$ cat src/hw/rtl/hmp_pkg.sv
// Package for the hash message padder: request and result types, codes and
// constants. No dependencies; used by hash_message_padder.
`default_nettype none

package hmp_pkg;

  localparam int unsigned BlockBytes    = 64;
  localparam int unsigned WordsPerBlock = BlockBytes / 4;
  localparam int unsigned WordIdxW      = $clog2(WordsPerBlock);
  localparam int unsigned FillW         = $clog2(BlockBytes);

  localparam logic [7:0] PAD_MARK = 8'h80;

  localparam logic ACT_DATA   = 1'b0;
  localparam logic ACT_FINISH = 1'b1;

  typedef struct packed {
    logic       action;
    logic [7:0] data_byte;
  } in_req_t;

  typedef struct packed {
    logic [31:0]         block_word;
    logic [WordIdxW-1:0] word_index;
    logic                last_of_block;
    logic                last_of_message;
  } out_rsp_t;

  function automatic logic [31:0] bswap32(input logic [31:0] w);
    bswap32 = {w[7:0], w[15:8], w[23:16], w[31:24]};
  endfunction

endpackage

`default_nettype wire

$ cat src/hw/rtl/hmp_ram.sv
// Generic single-port-write, single-port-read RAM with registered read data.
// No dependencies.
`default_nettype none

module hmp_ram #(
  parameter int unsigned Width = 32,
  parameter int unsigned Depth = 16
) (
  input  wire logic                     clk_i,
  input  wire logic                     we_i,
  input  wire logic [$clog2(Depth)-1:0] waddr_i,
  input  wire logic [Width-1:0]         wdata_i,
  input  wire logic [$clog2(Depth)-1:0] raddr_i,
  output logic      [Width-1:0]         rdata_o
);

  logic [Width-1:0] mem_q [Depth];
  logic [Width-1:0] rdata_q;

  always_ff @(posedge clk_i) begin
    if (we_i) begin
      mem_q[waddr_i] <= wdata_i;
    end
    rdata_q <= mem_q[raddr_i];
  end

  assign rdata_o = rdata_q;

endmodule

`default_nettype wire

$ cat src/hw/rtl/hash_message_padder.sv
// Top level of the hash message padder: gathers bytes into 64-byte blocks,
// pads on finish and streams each block as 16 words.
// Depends on hmp_pkg and hmp_ram.
//
//   channel | direction | handshake                | payload
//   --------+-----------+--------------------------+----------------------
//   in      | input     | in_valid_i / in_stall_o  | in_req_i  (in_req_t)
//   out     | output    | out_valid_o / out_stall_i| out_rsp_o (out_rsp_t)
//   cfg     | input     | cfg_we_i                 | cfg_wdata_i (1 bit)
//
// A data byte that does not complete a block is taken in without leaving idle.
// A block goes out one word at a time; each word passes through RAM read,
// output load and hand-off, and the hand-off waits out any output stall;
// a finish sends one or two blocks.
// The input is stalled for the whole emission. Reset leaves the block empty
// with the length written little-endian; no clearing pass is needed.
`default_nettype none

module hash_message_padder (
  input  wire logic             clk_i,
  input  wire logic             rst_ni,
  input  wire logic             in_valid_i,
  output logic                  in_stall_o,
  input  wire hmp_pkg::in_req_t in_req_i,
  output logic                  out_valid_o,
  input  wire logic             out_stall_i,
  output hmp_pkg::out_rsp_t     out_rsp_o,
  input  wire logic             cfg_we_i,
  input  wire logic             cfg_wdata_i
);

  typedef enum logic [1:0] {
    ST_IDLE,
    ST_READ,
    ST_LOAD,
    ST_HOLD
  } state_e;

  localparam int unsigned IdxW = hmp_pkg::WordIdxW;
  localparam int unsigned FilW = hmp_pkg::FillW;

  state_e            state_q;
  logic [FilW-1:0]   fill_q;
  logic [31:0]       asm_q;
  logic [63:0]       total_q;
  logic              len_be_q;
  logic [IdxW-1:0]   widx_q;
  logic [IdxW:0]     valid_words_q;
  logic              final_q;
  logic              second_q;
  logic              out_valid_q;
  hmp_pkg::out_rsp_t out_rsp_q;

  logic        in_accept;
  logic        is_finish;
  logic [31:0] data_word;
  logic [31:0] fin_word;
  logic        ram_we;
  logic [31:0] ram_wdata;
  logic [31:0] ram_rdata;
  logic [63:0] bit_len;
  logic [31:0] word_val;

  assign in_stall_o = (state_q != ST_IDLE);
  assign in_accept  = in_valid_i && !in_stall_o;
  assign is_finish  = (in_req_i.action == hmp_pkg::ACT_FINISH);

  // Merge the new byte into its lane of the word being assembled.
  always_comb begin
    data_word = asm_q;
    data_word[{fill_q[1:0], 3'b000} +: 8] = in_req_i.data_byte;
  end

  // Partial word on finish: bytes held so far, then the marker, then zeros.
  always_comb begin
    for (int k = 0; k < 4; k++) begin
      if (2'(k) < fill_q[1:0]) begin
        fin_word[8*k +: 8] = asm_q[8*k +: 8];
      end else if (2'(k) == fill_q[1:0]) begin
        fin_word[8*k +: 8] = hmp_pkg::PAD_MARK;
      end else begin
        fin_word[8*k +: 8] = 8'h00;
      end
    end
  end

  assign ram_we    = in_accept && (is_finish || (fill_q[1:0] == 2'b11));
  assign ram_wdata = is_finish ? fin_word : data_word;

  hmp_ram #(
    .Width(32),
    .Depth(hmp_pkg::WordsPerBlock)
  ) u_ram (
    .clk_i  (clk_i),
    .we_i   (ram_we),
    .waddr_i(fill_q[FilW-1:2]),
    .wdata_i(ram_wdata),
    .raddr_i(widx_q),
    .rdata_o(ram_rdata)
  );

  assign bit_len = {total_q[60:0], 3'b000};

  // Words past the last one written this block are zero fill; the last two
  // words of the final block carry the bit length.
  always_comb begin
    if (final_q && (widx_q[IdxW-1:1] == {(IdxW-1){1'b1}})) begin
      if (len_be_q) begin
        word_val = widx_q[0] ? hmp_pkg::bswap32(bit_len[31:0])
                             : hmp_pkg::bswap32(bit_len[63:32]);
      end else begin
        word_val = widx_q[0] ? bit_len[63:32] : bit_len[31:0];
      end
    end else if ({1'b0, widx_q} < valid_words_q) begin
      word_val = ram_rdata;
    end else begin
      word_val = 32'h0;
    end
  end

  always_ff @(posedge clk_i or negedge rst_ni) begin
    if (!rst_ni) begin
      state_q       <= ST_IDLE;
      fill_q        <= '0;
      asm_q         <= '0;
      total_q       <= '0;
      len_be_q      <= 1'b0;
      widx_q        <= '0;
      valid_words_q <= '0;
      final_q       <= 1'b0;
      second_q      <= 1'b0;
      out_valid_q   <= 1'b0;
      out_rsp_q     <= '0;
    end else begin
      if (cfg_we_i) begin
        len_be_q <= cfg_wdata_i;
      end
      unique case (state_q)
        ST_IDLE: begin
          if (in_accept) begin
            widx_q <= '0;
            if (is_finish) begin
              fill_q        <= '0;
              valid_words_q <= {1'b0, fill_q[FilW-1:2]} + 1'b1;
              // Marker lands at byte 56 or later: the length needs a second block.
              second_q      <= (fill_q[FilW-1:3] == {(FilW-3){1'b1}});
              final_q       <= (fill_q[FilW-1:3] != {(FilW-3){1'b1}});
              state_q       <= ST_READ;
            end else begin
              asm_q   <= data_word;
              fill_q  <= fill_q + 1'b1;
              total_q <= total_q + 64'd1;
              if (fill_q == {FilW{1'b1}}) begin
                valid_words_q <= (IdxW + 1)'(hmp_pkg::WordsPerBlock);
                second_q      <= 1'b0;
                final_q       <= 1'b0;
                state_q       <= ST_READ;
              end
            end
          end
        end
        ST_READ: begin
          state_q <= ST_LOAD;
        end
        ST_LOAD: begin
          out_rsp_q.block_word      <= word_val;
          out_rsp_q.word_index      <= widx_q;
          out_rsp_q.last_of_block   <= (widx_q == {IdxW{1'b1}});
          out_rsp_q.last_of_message <= final_q && (widx_q == {IdxW{1'b1}});
          out_valid_q               <= 1'b1;
          state_q                   <= ST_HOLD;
        end
        ST_HOLD: begin
          if (!out_stall_i) begin
            out_valid_q <= 1'b0;
            if (widx_q == {IdxW{1'b1}}) begin
              if (second_q) begin
                second_q      <= 1'b0;
                final_q       <= 1'b1;
                valid_words_q <= '0;
                widx_q        <= '0;
                state_q       <= ST_READ;
              end else begin
                if (final_q) begin
                  total_q <= '0;
                end
                state_q <= ST_IDLE;
              end
            end else begin
              widx_q  <= widx_q + 1'b1;
              state_q <= ST_READ;
            end
          end
        end
        default: begin
          state_q <= ST_IDLE;
        end
      endcase
    end
  end

  assign out_valid_o = out_valid_q;
  assign out_rsp_o   = out_rsp_q;

  // Results only appear while the input side is held off.
  a_out_only_when_busy : assert property (@(posedge clk_i) disable iff (!rst_ni)
    out_valid_o |-> in_stall_o)
    else $error("result presented while input is accepted");

  // After the final word of a message is taken, the block is empty again.
  a_clear_after_message : assert property (@(posedge clk_i) disable iff (!rst_ni)
    out_valid_o && !out_stall_i && out_rsp_o.last_of_message
      |=> (fill_q == '0) && (total_q == '0) && !in_stall_o)
    else $error("padder not cleared after final word");

  // The count of written words never exceeds one block.
  a_valid_words_range : assert property (@(posedge clk_i) disable iff (!rst_ni)
    valid_words_q <= (IdxW + 1)'(hmp_pkg::WordsPerBlock))
    else $error("written word count out of range");

  // A data byte that completes a block starts an emission on the next cycle.
  a_full_block_emits : assert property (@(posedge clk_i) disable iff (!rst_ni)
    in_accept && !is_finish && (fill_q == {FilW{1'b1}})
      |=> (state_q == ST_READ) && (widx_q == '0) && !final_q)
    else $error("full block did not start emission");

endmodule

`default_nettype wire
$ cat config.mk
export PLATFORM = sky130hd
export DESIGN_NAME = hash_message_padder
export DESIGN_NICKNAME = d
export VERILOG_FILES = /design/src/hw/rtl/hmp_pkg.sv /design/src/hw/rtl/hmp_ram.sv /design/src/hw/rtl/hash_message_padder.sv
export SDC_FILE = /design/constraint.sdc
export NUM_CORES = 1
export LEC_CHECK = 0
export BUFFER_PORTS_ARGS = -buffer_cell sky130_fd_sc_hd__buf_2
export CAP_MARGIN = 0
export CORE_MARGIN = 1
export CORE_UTILIZATION = 50
export DETAILED_ROUTE_END_ITERATION = 6
export PLACE_DENSITY = 0.66
export SLEW_MARGIN = 20
export SYNTH_ARGS = -nofsm -noshare
export SYNTH_HDL_FRONTEND = slang
export SYNTH_SLANG_ARGS = --single-unit
export TNS_END_PERCENT = 10
$ cat constraint.sdc
create_clock -name clk_i -period 3.5 [get_ports clk_i]
set_input_delay 0.7 -clock clk_i [delete_from_list [all_inputs] [get_ports clk_i]]
set_output_delay 0.7 -clock clk_i [all_outputs]
set_load 0.02 [all_outputs]
# --- Yosys cells after proc, flatten, opt, wreduce, memory -nomap -nowiden ---
# Memory sizes are Yosys's and may differ from the RTL's. A register that Yosys moved wholly into a read port is not among the register bits.
# Index checks and enable logic that the tools add are counted.
totals:
  ram_bits: 512
  elab_cells: 126
  input_bits: 15
  register_bits: 155
  n_memories: 1
memory_table:
  columns: ["name", "words", "width", "read_ports", "rd_clocked_by_memory_dff", "wr", "line", "source"]
  rows:
  - ["u_ram.mem_q", 16, 32, 1, 1, 1, "hmp_ram.sv:17", "logic [Width-1:0] mem_q [Depth];"]
op_classes:
  n_reduce_logical: 19
  n_addsub: 5
  bitwise: 1
  n_lt_le_gt_ge: 5
  n_eq_ne: 21
  muxes: 58
  n_shift: 2
ops:
  columns: ["op", "count"]
  rows:
  - ["2-to-1 mux 64 bit", 6]
  - ["2-to-1 mux 32 bit", 6]
  - ["case mux 64 bit (2 select lines)", 1]
  - ["adder 64 x 1 -> 64 bit, second input constant", 1]
  - ["2-to-1 mux 8 bit", 8]
  - ["bitwise mux 32 bit", 1]
  - ["variable shift 8 x 7 -> 32 bit, first input constant", 1]
  - ["indexed part select 8 x 7 -> 32 bit", 1]
  - ["2-to-1 mux 5 bit", 6]
  - ["2-to-1 mux 4 bit", 4]
  - ["2-to-1 mux 1 bit", 14]
  - ["inequality test 2 bit, second input constant", 7]
  - ["2-to-1 mux 2 bit", 5]
  - ["case mux 5 bit (2 select lines)", 1]
  - ["inequality test 3 bit, second input constant", 3]
  - ["case mux 2 bit (4 select lines)", 1]
  - ["case mux 4 bit (2 select lines)", 1]
  - ["negator 5 -> 7 bit", 1]
  - ["AND reduction 7 bit", 1]
  - ["adder 6 x 1 -> 6 bit, second input constant", 1]
  - ["equality test 2 bit, second input constant", 3]
  - ["equality test 3 bit, second input constant", 2]
  - ["equality test 6 bit, second input constant", 1]
  - ["2-to-1 mux 6 bit", 1]
  - ["other kinds (21)", 34]

# --- Longest topological paths before layout ---
# Gate-level depths: netlist of the first run.
depth:
  depth_word: 6
  mapped_depth: 9
  mapped_depth_nobuf: 7

# --- Modules after synthesis ---
# Synthesis of the first run repeated with hierarchy kept, for this count alone.
hier_totals:
  cells_unflattened: 1834
  hier_area_um2: 29059.1
by_module_without_submodules:
  columns: ["module", "area_per_inst_um2", "instances", "cells_each", "seq_area_each_um2"]
  rows:
  - ["hmp_ram", 19835.3, 1, 838, 16015.4]
  - ["hash_message_padder", 9223.8, 1, 996, 3803.6]

# --- Worst setup path before layout of the first run ---
# Ideal clock, no wire load.
synth_path:
  kind: "register to register"
  from: "register fill_q[0]"
  to: "memory u_ram.mem_q[0][16] (data pin)"
  stages_incl_launch_ff: 8
  path_slack_ns: 0.510
  required_ns: 3.170
  arrival_time_ns: 2.660
  setup_time_ns: 0.330
  path_cell_list: "dfrtp_1 > clkbuf_1 > inv_1 > ha_1 > nor2b_1 > nor4b_2 > a22oi_1 > o21ai_0"
synth_between:
  elab_chain_len: 4
  word_cells_on_any_way: 7
  cone_classes: "1 x add/sub; 1 x order compare; 2 x shift; 3 x mux"
synth_rtl:
  columns: ["element", "line", "source"]
  rows:
  - ["start, declared", "hash_message_padder.sv:43", "logic [FilW-1:0] fill_q;"]
  - ["start signal, assigned", "hash_message_padder.sv:151", "fill_q <= fill_q + 1'b1;"]
  - ["negator 5 -> 7 bit", "hash_message_padder.sv:71", "data_word[{fill_q[1:0], 3'b000} +: 8] = in_req_i.data_byte;"]
  - ["indexed part select 8 x 7 -> 32 bit or variable shift 8 x 7 -> 32 bit (tied branches)", "hash_message_padder.sv:71", null]
  - ["bitwise mux 32 bit", "hash_message_padder.sv:71", null]
  - ["2-to-1 mux 32 bit *", "hash_message_padder.sv:88", "assign ram_wdata = is_finish ? fin_word : data_word;"]
  - ["net ram_wdata[16]", "hash_message_padder.sv:59", "logic [31:0] ram_wdata;"]
  - ["end, declared", "hmp_ram.sv:17", null]
# The timed path passes the listed nets; every way through them passes the cells marked *.

# --- Worst setup path after layout of the first run ---
layout_path:
  from: "register fill_q[0]"
  to: "memory u_ram.mem_q[8][14] (data pin)"
# Same word-level chain as after synthesis.

==> results of run 1 <==
==> report_power, final <==
group | internal, W | total, W | leakage (nW) | switching [W]
Clock | 0.00469 | 0.00782 | 1.18 | 0.00313
Combinational | 0.00192 | 0.00472 | 3.69 | 0.00280
Sequential | 0.00955 | 0.0101 | 7.42 | 0.000538
==> cell usage in the layout (no fill, tap or decap), types with 8 or more instances in the layout <==
master,instances
nor2_1,42
nand2_1,117
edfxtp_1,512
ha_1,20
or4_1,24
nor2b_1,13
a22oi_1,56
nand3_1,36
and3_1,8
nor4_1,9
and2_1,33
a21oi_1,51
inv_1,21
clkbuf_8,10
nand4_1,27
nand2b_1,23
clkinv_1,9
a22o_1,35
dfrtp_1,149
clkbuf_1,15
and2_2,17
a221o_1,32
o31ai_1,18
buf_12,16
mux2_2,14
or3_1,13
nor3_1,22
o21ai_0,76
mux4_2,88
dfxtp_1,32
buf_4,68
buf_2,53
a221oi_1,67
bufinv_16,8
clkbuf_16,74
clkinv_2,10
mux2i_1,151
==> sequential cells by signal (all words and copies together) (netlist names) <==
| register | flops |
|---|---|
| u_ram.mem_q | 512 |
| total_q | 61 |
| out_rsp_o | 38 |
| asm_q | 32 |
| u_ram.rdata_o | 32 |
| fill_q | 6 |
| valid_words_q | 5 |
| widx_q | 4 |
| state_q | 2 |
| final_q | 1 |
| len_be_q | 1 |
| out_valid_o | 1 |
| second_q | 1 |
==> metrics by stage <==
stage,setup slack (ns),total power [W]
after floorplan,0.510,0.0133
after CTS,0.548,0.0228
final,0.635,0.0226
after detailed placement,0.589,0.0150
after global placement,0.760,0.0149
after global routing,0.367,0.0235
==> worst max-delay path, stage by stage, from the launching register on <==
cell and delay [ns]:
dfrtp_1 0.59, inv_1 0.20, ha_1 0.40, nor2b_1 0.23, and3_1 0.27, a22oi_1 0.09
o21ai_1 0.74
==> worst max path at each step <==
stage                           to  slack (ns)  cells after the start
2_1_floorplan   u_ram.mem_q[0][16]        0.51                      7
3_3_place_gp    u_ram.mem_q[0][31]        0.76                      6
3_5_place_dp   u_ram.mem_q[10][31]        0.59                      6
4_1_cts         u_ram.mem_q[0][31]        0.55                      6
5_1_grt         u_ram.mem_q[5][24]        0.37                      6
6_report        u_ram.mem_q[8][14]        0.63                      6
==> layer usage <==
layer  routed length, um  track usage [%]
met4                2230             8.11
met2               36500             41.8
met3                4800             4.36
met5                  13                0
met1               31800             35.3
==> kinds of logic (layout without fill, tap and decap cells) <==
logic type,Yosys count,after routing,share of synthesized area (%)
AO/OA/AOI/OAI,362,362,8.91
XOR/XNOR,10,10,0.298
adder cells (fa/ha/maj),20,20,0.852
buffers and inverters,148,292,2.17
flip-flops,696,696,67.5
multiplexers,255,255,12.6
AND/OR/NAND/NOR,417,417,7.72
==> layout make-up <==
class | instances | area, um^2
multi-input combinational | 1064 | 8970
inverter | 24 | 91.3
tap | 765 | 957
timing repair buffer | 138 | 1110
fill | 4486 | 24500
sequential | 696 | 19800
clock buffer | 99 | 2050
clock inverter | 31 | 373
==> report_table.html, run 1 <==
<table>
<tr><th>Metric</th><th>Value</th></tr>
<tr><th colspan="2">Route</th></tr>
<tr><td>Iteration-0 DRC count of the detailed router</td><td>1,791</td></tr>
<tr><td>Final antenna-violating net count</td><td>0</td></tr>
<tr><td>Total vias in the final route</td><td>17,900</td></tr>
<tr><td>First-pass iteration count of the detailed router</td><td>7</td></tr>
<tr><td>Post-detailed-route via-to-cell ratio</td><td>6.34</td></tr>
<tr><td>Remaining design rule violation count</td><td>0</td></tr>
<tr><td>Drt total wl</td><td>75,300 um</td></tr>
<tr><td>Average detailed-routed wire length per instance</td><td>26.7 um</td></tr>
<tr><th colspan="2">Clocking</th></tr>
<tr><td>Setup bufs post-CTS</td><td>0</td></tr>
<tr><td>Root buffer selected by CTS</td><td>clkbuf_16</td></tr>
<tr><td># resized after CTS</td><td>0</td></tr>
<tr><td>Clock tree sinks</td><td>696</td></tr>
<tr><td>Maximum buffer depth of the clock tree</td><td>3</td></tr>
<tr><td>TritonCTS clock tree</td><td>yes</td></tr>
<tr><td>Worst-skew pair later-pin latency</td><td>0.61 ns</td></tr>
<tr><td>Clock buffer count from CTS</td><td>73</td></tr>
<tr><td>Total number of H-tree levels</td><td>3</td></tr>
<tr><td>Cts-stage hold buffer count</td><td>0</td></tr>
<tr><td>Clock transition at the registers of the reported paths</td><td>0.06 ns</td></tr>
<tr><th colspan="2">STA</th></tr>
<tr><td>Final max-slew violation count</td><td>0</td></tr>
<tr><td>Headroom to the max-slew limit</td><td>26.7%</td></tr>
<tr><td>Tmin final</td><td>2.87 ns</td></tr>
<tr><td>Final hold slack</td><td>0.0834 ns</td></tr>
<tr><td>Part of the cycle the worst path needs</td><td>81.9%</td></tr>
<tr><td>Upper clock frequency limit</td><td>349 MHz</td></tr>
<tr><td>Final Hold Vio Count</td><td>0</td></tr>
<tr><td>Setup repair after global routing missed its margin</td><td>false</td></tr>
<tr><td>Worst-Margin Slew</td><td>1.10 ns</td></tr>
<tr><td>Final-layout setup total negative slack</td><td>0 ns</td></tr>
<tr><td>Largest clock skew in the final design</td><td>0.0233 ns</td></tr>
<tr><td>Number of setup violations in the final report</td><td>0</td></tr>
<tr><th colspan="2">Critical path</th></tr>
<tr><td>Critical Path Sink Type</td><td>flip-flop</td></tr>
<tr><td>FF-to-FF Start</td><td>fill_q[0]</td></tr>
<tr><td>Source of the critical timing path</td><td>fill_q[0]</td></tr>
<tr><td>Max FO, Critical Path</td><td>16</td></tr>
<tr><td>Kind of critical path</td><td>flip-flop to flip-flop</td></tr>
<tr><td>Data arrival time at the worst-slack endpoint</td><td>3.13 ns</td></tr>
<tr><td>CP Data Required Time</td><td>3.77 ns</td></tr>
<tr><td>Kind of launch point of the worst setup path</td><td>flip-flop</td></tr>
<tr><td>Cells on worst reg2reg path</td><td>6</td></tr>
<tr><td>Slack of the worst reg-to-reg path</td><td>0.63 ns</td></tr>
<tr><td>Worst r2r dst</td><td>u_ram.mem_q[8][14]</td></tr>
<tr><th colspan="2">Synthesis</th></tr>
<tr><td>Most frequent cells after synthesis</td><td>edfxtp_1, dfrtp_1, mux2i_1, nand2_1, mux4_2</td></tr>
<tr><td>Cell area after synthesis</td><td>29,400 um^2</td></tr>
<tr><td>Seq/Total Area, Yosys</td><td>67.5%</td></tr>
<tr><td>Synth area leaders</td><td>edfxtp_1, dfrtp_1, mux4_2</td></tr>
<tr><td>Ys flop type</td><td>edfxtp_1</td></tr>
<tr><td>Top-count cell post-synth</td><td>edfxtp_1</td></tr>
<tr><td>Number of warning messages in the yosys log</td><td>0</td></tr>
<tr><td>Number of instances in the synthesized netlist</td><td>1,908</td></tr>
<tr><td>Post-synthesis async set-or-reset flop share</td><td>21.8%</td></tr>
<tr><td>Number of synthesized flops with an enable pin</td><td>512</td></tr>
<tr><td>Average instance area after synthesis</td><td>15.4 um^2</td></tr>
<tr><td>Count of unique library cells instantiated by Yosys</td><td>70</td></tr>
<tr><td>Syn Nets</td><td>1,943</td></tr>
<tr><td>Leading area contributor after synthesis</td><td>edfxtp_1</td></tr>
<tr><td>Flops &amp; latches, synth</td><td>696</td></tr>
<tr><td>Area fraction of the dominant cell type after synthesis</td><td>52.3%</td></tr>
<tr><th colspan="2">Layout</th></tr>
<tr><td>Layout Utilization</td><td>57.6%</td></tr>
<tr><td>Post-layout net count</td><td>2,032</td></tr>
<tr><td>Area delta synth-&gt;final</td><td>13.6%</td></tr>
<tr><td>Inserted Diodes</td><td>0</td></tr>
<tr><td>Fraction of final layout cells sized beyond drive strength 1</td><td>19.0%</td></tr>
<tr><td>Post-route insts no fill</td><td>2,817</td></tr>
<tr><td>Final standard cell area without fillers</td><td>33,400 um^2</td></tr>
<tr><th colspan="2">Place</th></tr>
<tr><td># placed instances</td><td>2,687</td></tr>
<tr><td>Post-DP HPWL</td><td>44,600 um</td></tr>
<tr><td>Post-Place Cell Area</td><td>31,000 um^2</td></tr>
<tr><td>Placer's final routability congestion estimate</td><td>0.910</td></tr>
<tr><td>Port-buffer cells</td><td>54</td></tr>
<tr><th colspan="2">Global routing</th></tr>
<tr><td>Vias in the first global route</td><td>17,500</td></tr>
<tr><td>Number of antenna violations at the first check in global routing</td><td>2</td></tr>
<tr><td>First-pass GRT wire length</td><td>113,000 um</td></tr>
<tr><td>Total track usage</td><td>25.6%</td></tr>
<tr><td>Maximum number of pins on one net before global-route repair</td><td>130</td></tr>
<tr><td>Total congestion overflow</td><td>0</td></tr>
<tr><th colspan="2">Pwr</th></tr>
<tr><td>Leakage Power</td><td>12.3 nW</td></tr>
<tr><td>Worst-case vdd ir drop</td><td>0.000665 V</td></tr>
<tr><td>Power density over cell area</td><td>678 nW/um^2</td></tr>
<tr><th colspan="2">Die</th></tr>
<tr><td>Effective utilization at floorplan</td><td>50.7%</td></tr>
<tr><td>Site row count</td><td>88</td></tr>
<tr><td>Number of primary I/O pins</td><td>55</td></tr>
<tr><td>Die height</td><td>244 um</td></tr>
<tr><td>Die Footprint</td><td>59,700 um^2</td></tr>
<tr><td>Horiz. Die Dim</td><td>244 um</td></tr>
<tr><td>Core area</td><td>57,900 um^2</td></tr>
<tr><th colspan="2">Run</th></tr>
<tr><td>Reported max-cap violation count</td><td>0</td></tr>
<tr><th colspan="2">Hold path</th></tr>
<tr><td>Hold/Removal Path Class</td><td>input port to asynchronous set/reset pin</td></tr>
<tr><th colspan="2">Status</th></tr>
<tr><td>Run status</td><td>finished, final reports clean</td></tr>
</table>
No activity file was read; power rests on OpenSTA's default activity.
==> run 2: changes to the inputs <==
--- a/config.mk
+++ b/config.mk
@@ -5,12 +5,13 @@
 export SDC_FILE = /design/constraint.sdc
 export NUM_CORES = 1
 export LEC_CHECK = 0
+export ABC_AREA = 1
 export BUFFER_PORTS_ARGS = -buffer_cell sky130_fd_sc_hd__buf_2
 export CAP_MARGIN = 0
 export CORE_MARGIN = 1
 export CORE_UTILIZATION = 50
 export DETAILED_ROUTE_END_ITERATION = 6
-export PLACE_DENSITY = 0.66
+export PLACE_DENSITY = 0.68
 export SLEW_MARGIN = 20
 export SYNTH_ARGS = -nofsm -noshare
 export SYNTH_HDL_FRONTEND = slang
==> constraint.sdc (replaced) <==
create_clock -name clk_i -period 2.49 [get_ports clk_i]
set_input_delay 0.498 -clock clk_i [delete_from_list [all_inputs] [get_ports clk_i]]
set_output_delay 0.498 -clock clk_i [all_outputs]
set_load 0.02 [all_outputs]
==> run 2 against run 1 <==
Against the previous run:
- final cell count increased by 44%
- clock skew rose by 0.0025 ns
- sequential share of layout area down 3.4 points
- final area increased by 6.1%
- critical endpoint is now u_ram.mem_q[10][7]
- global-route usage increased by 1.3 points
- non-clock buffer count is 41 higher
- die area rose by 5.2%
==> report_table.html, run 2 <==
<table>
<tr><th>Metric</th><th>Value</th></tr>
<tr><th colspan="2">STA</th></tr>
<tr><td>Final-layout setup total negative slack</td><td>0 ns (unchanged)</td></tr>
<tr><td>Largest clock skew in the final design</td><td>0.0258 ns (+0.00249 ns)</td></tr>
<tr><td>Upper clock frequency limit</td><td>426 MHz (+22%)</td></tr>
<tr><td>Tmin final</td><td>2.35 ns (-0.518 ns)</td></tr>
<tr><td>Part of the cycle the worst path needs</td><td>94.3% (+12 points)</td></tr>
<tr><td>Setup repair after global routing missed its margin</td><td>false</td></tr>
<tr><td>Worst-Margin Slew</td><td>0.854 ns (-0.246 ns)</td></tr>
<tr><td>Number of setup violations in the final report</td><td>0 (unchanged)</td></tr>
<tr><td>Final max-slew violation count</td><td>0 (unchanged)</td></tr>
<tr><td>Headroom to the max-slew limit</td><td>42.7% (+16 points)</td></tr>
<tr><td>Final Hold Vio Count</td><td>0 (unchanged)</td></tr>
<tr><th colspan="2">Critical path</th></tr>
<tr><td>Worst stage delay on the critical path</td><td>0.41 ns (-0.33 ns)</td></tr>
<tr><td>Combined buffer and inverter count along the critical path</td><td>3 (+2)</td></tr>
<tr><td>Delay-heaviest family, CP</td><td>simple AND/OR/NAND/NOR gates</td></tr>
<tr><td>Critical Path Sink Type</td><td>flip-flop</td></tr>
<tr><td>CP Data Required Time</td><td>2.80 ns (-0.97 ns)</td></tr>
<tr><td>Kind of critical path</td><td>flip-flop to flip-flop</td></tr>
<tr><td>Data arrival time at the worst-slack endpoint</td><td>2.66 ns (-0.47 ns)</td></tr>
<tr><td>List of cells traversed by the critical path</td><td>inv_1 &gt; ha_1 &gt; nand2_1 &gt; nor2_1 &gt; nor2_1 &gt; inv_1 &gt; nand3_2 &gt; nor2_4 &gt; buf_12</td></tr>
<tr><td>Kind of launch point of the worst setup path</td><td>flip-flop</td></tr>
<tr><td>Max FO, Critical Path</td><td>17 (+1)</td></tr>
<tr><td>Slack of the worst reg-to-reg path</td><td>0.14 ns (-0.49 ns)</td></tr>
<tr><td>Standard cell with the maximum stage delay on the critical path</td><td>dfrtp_1</td></tr>
<tr><th colspan="2">Global routing</th></tr>
<tr><td>Total track usage</td><td>26.9% (+1.3 points)</td></tr>
<tr><td>First-pass GRT wire length</td><td>129,000 um (+14%)</td></tr>
<tr><td>Total congestion overflow</td><td>0 (unchanged)</td></tr>
<tr><td>Number of antenna violations at the first check in global routing</td><td>0 (-2)</td></tr>
<tr><td>Vias in the first global route</td><td>22,200 (+27%)</td></tr>
<tr><td>Maximum number of pins on one net before global-route repair</td><td>104 (-20%)</td></tr>
<tr><th colspan="2">Route</th></tr>
<tr><td>Total vias in the final route</td><td>23,000 (+29%)</td></tr>
<tr><td>Post-detailed-route via-to-cell ratio</td><td>5.66 (-11%)</td></tr>
<tr><td>Final antenna-violating net count</td><td>0 (unchanged)</td></tr>
<tr><td>Iteration-0 DRC count of the detailed router</td><td>2,016 (+13%)</td></tr>
<tr><td>First-pass iteration count of the detailed router</td><td>7 (unchanged)</td></tr>
<tr><td>Average detailed-routed wire length per instance</td><td>20.6 um (-23%)</td></tr>
<tr><td>Drt total wl</td><td>83,700 um (+11%)</td></tr>
<tr><td>Remaining design rule violation count</td><td>0 (unchanged)</td></tr>
<tr><th colspan="2">Clocking</th></tr>
<tr><td>Clock tree sinks</td><td>696 (unchanged)</td></tr>
<tr><td>Clock buffer count from CTS</td><td>73 (unchanged)</td></tr>
<tr><td>Worst-skew pair later-pin latency</td><td>0.62 ns (about the same)</td></tr>
<tr><td>Maximum buffer depth of the clock tree</td><td>3 (unchanged)</td></tr>
<tr><td>Total number of H-tree levels</td><td>3 (unchanged)</td></tr>
<tr><td>Root buffer selected by CTS</td><td>clkbuf_16</td></tr>
<tr><td>Clock transition at the registers of the reported paths</td><td>0.06 ns (about the same)</td></tr>
<tr><td>TritonCTS clock tree</td><td>yes</td></tr>
<tr><th colspan="2">Layout</th></tr>
<tr><td>Fraction of final layout cells sized beyond drive strength 1</td><td>10.2% (-8.8 points)</td></tr>
<tr><td>Final standard cell area without fillers</td><td>35,400 um^2 (+6.1%)</td></tr>
<tr><td>Top library cells by usage in the layout, fill and taps aside</td><td>nand2_1, edfxtp_1, nor2_1</td></tr>
<tr><td>Post-route insts no fill</td><td>4,061 (+44%)</td></tr>
<tr><td>Layout fillers</td><td>5,002 (+12%)</td></tr>
<tr><td>Post-layout net count</td><td>3,255 (+60%)</td></tr>
<tr><td>Most flops, register</td><td>u_ram.mem_q</td></tr>
<tr><td>Area delta synth-&gt;final</td><td>14.4%</td></tr>
<tr><td>Max reg flops</td><td>512 (unchanged)</td></tr>
<tr><td>Inserted Diodes</td><td>0 (unchanged)</td></tr>
<tr><td>Most common library cell in the layout ignoring fill and taps</td><td>nand2_1</td></tr>
<tr><th colspan="2">Place</th></tr>
<tr><td>Placer's final routability congestion estimate</td><td>0.943 (+3.6%)</td></tr>
<tr><td>Post-DP HPWL</td><td>56,500 um (+26%)</td></tr>
<tr><td>Port-buffer cells</td><td>54 (unchanged)</td></tr>
<tr><td># placed instances</td><td>3,925 (+46%)</td></tr>
<tr><td>Post-Place Cell Area</td><td>33,100 um^2 (+6.8%)</td></tr>
<tr><th colspan="2">Synthesis</th></tr>
<tr><td>Post-synthesis async set-or-reset flop share</td><td>21.8% (unchanged)</td></tr>
<tr><td>Syn Nets</td><td>3,164 (+63%)</td></tr>
<tr><td>Most frequent cells after synthesis</td><td>nand2_1, edfxtp_1, nor2_1, inv_1, o21ai_0</td></tr>
<tr><td>Leading area contributor after synthesis</td><td>edfxtp_1</td></tr>
<tr><td>Synth area leaders</td><td>edfxtp_1, dfrtp_1, nand2_1</td></tr>
<tr><td>Number of warning messages in the yosys log</td><td>0 (unchanged)</td></tr>
<tr><td>Ys flop type</td><td>edfxtp_1</td></tr>
<tr><td>Cell area after synthesis</td><td>30,900 um^2 (+5.3%)</td></tr>
<tr><td>Xor and xnor fraction of the mapped netlist area</td><td>0.0849% (-0.21 points)</td></tr>
<tr><td>Synthesized-area fraction occupied by adder cells</td><td>0.809% (-0.043 points)</td></tr>
<tr><td>Mux share of post-synthesis cell area</td><td>0% (-13 points)</td></tr>
<tr><td>Number of instances in the synthesized netlist</td><td>3,129 (+64%)</td></tr>
<tr><td>Count of unique library cells instantiated by Yosys</td><td>45 (-36%)</td></tr>
<tr><td>Seq/Total Area, Yosys</td><td>64.1% (-3.4 points)</td></tr>
<tr><td>Top-count cell post-synth</td><td>nand2_1</td></tr>
<tr><td>Area fraction in compound gates after synthesis</td><td>10.2% (+1.3 points)</td></tr>
<tr><td>Area share of and/or/nand/nor cells after synthesis</td><td>18.6% (+11 points)</td></tr>
<tr><td>Average instance area after synthesis</td><td>9.89 um^2 (-36%)</td></tr>
<tr><td>Number of synthesized flops with an enable pin</td><td>512 (unchanged)</td></tr>
<tr><td>Flops &amp; latches, synth</td><td>696 (unchanged)</td></tr>
<tr><td>Area fraction of the dominant cell type after synthesis</td><td>49.7% (-2.6 points)</td></tr>
<tr><td>Dominant combinational cell family by area after synthesis</td><td>simple AND/OR/NAND/NOR gates</td></tr>
<tr><th colspan="2">Pwr</th></tr>
<tr><td>Worst-case vdd ir drop</td><td>0.000808 V (+22%)</td></tr>
<tr><td>Leakage Power</td><td>13.9 nW (+13%)</td></tr>
<tr><td>Power density over cell area</td><td>1090 nW/um^2 (+61%)</td></tr>
<tr><th colspan="2">Run</th></tr>
<tr><td>Reported max-cap violation count</td><td>0 (unchanged)</td></tr>
<tr><th colspan="2">Die</th></tr>
<tr><td>Core area</td><td>60,700 um^2 (+4.8%)</td></tr>
<tr><td>Horiz. Die Dim</td><td>251 um (+2.6%)</td></tr>
<tr><td>Die Footprint</td><td>62,900 um^2 (+5.2%)</td></tr>
<tr><td>Die height</td><td>251 um (+2.6%)</td></tr>
<tr><td>Number of primary I/O pins</td><td>55 (unchanged)</td></tr>
<tr><td>Site row count</td><td>90 (+2.3%)</td></tr>
<tr><td>Effective utilization at floorplan</td><td>51.0% (+0.24 points)</td></tr>
<tr><th colspan="2">Hold path</th></tr>
<tr><td>Hold/Removal Path Class</td><td>input port to flip-flop</td></tr>
<tr><th colspan="2">Status</th></tr>
<tr><td>Run status</td><td>finished, final reports clean</td></tr>
</table>
==> run 2: cell types whose count changed in the layout (fill, tap and decap cells not counted), moves of 88 or more <==
cell	previous run	this run
nand2_1	117	730
nor2_1	42	426
inv_1	21	301
mux2i_1	151	0
nand3_1	36	166
o21ai_0	76	202
o211ai_1	6	105
mux4_2	88	0
==> run 2: where the power goes <==
| group | switching [W] | internal [W] |
|---|---|---|
| clock network | 0.00452 | 0.00608 |
| logic | 0.00915 | 0.00389 |
| registers | 0.000777 | 0.0143 |
==> run 2: per-stage QoR <==
stage	utilization [%]	power, W	hold slack [ns]	setup slack [ns]
after floorplan	-	0.0230	0.202	-0.513
after global placement	54.5	0.0280	0.435	0.0387
after detailed placement	54.5	0.0283	0.435	-0.0253
after CTS	58.3	0.0388	0.0792	0.108
after global routing	58.3	0.0405	0.0923	0.0352
final	58.3	0.0387	0.0966	0.143
==> run 2: timing repair <==
item,CTS,global route
hold buffers,1,0
buffers inserted,0,1
setup endpoints to repair,50,84
hold endpoints to repair,34,0
gates resized for setup,1,1
pin swaps,0,1
==> run 2: per-layer routing <==
layer	wire length [um]	track usage, %	share of wire (%)	vias up
met4	3300	10.9	3.9	0
met5	0	0	0	-
met2	41300	45.8	49	809
li1	-	-	-	10800
met3	4910	3.50	5.9	183
met1	34200	34.9	41	11200
==> run 2: cell families (layout without fill, tap and decap cells) <==
kind of cell | Yosys count | after routing
buffers and inverters | 474 | 624
and+or+nand+nor | 1420 | 1420
xor gates and xnor gates | 3 | 3
adders and majority gates | 20 | 20
AOI/OAI and AO/OA | 516 | 516
DFF | 696 | 696
==> run 2: cell type report <==
class | count | area (um^2) | share of cell area [%]
Inverter | 311 | 1170 | 3.31
Clock buffer | 112 | 2060 | 5.83
Clock inverter | 22 | 253 | 0.714
Multi-Input combinational cell | 1959 | 9340 | 26.4
Sequential cell | 696 | 19800 | 56.0
Timing Repair Buffer | 179 | 1770 | 4.99
Tap cell | 782 | 978 | 2.76
==> run 2: worst paths after layout <==
| path | startpoint | to | depth (start not counted) |
|---|---|---|---|
| min | cfg_we_i | len_be_q | 2 |
| max reg2reg | state_q[0] | u_ram.mem_q[10][7] | 9 |
| min reg2reg | valid_words_q[1] | valid_words_q[1] | 2 |
| min in group asynchronous | rst_ni | total_q[50] | 2 |
| max | state_q[0] | u_ram.mem_q[10][7] | 9 |
| max in group asynchronous | rst_ni | asm_q[6] | 3 |
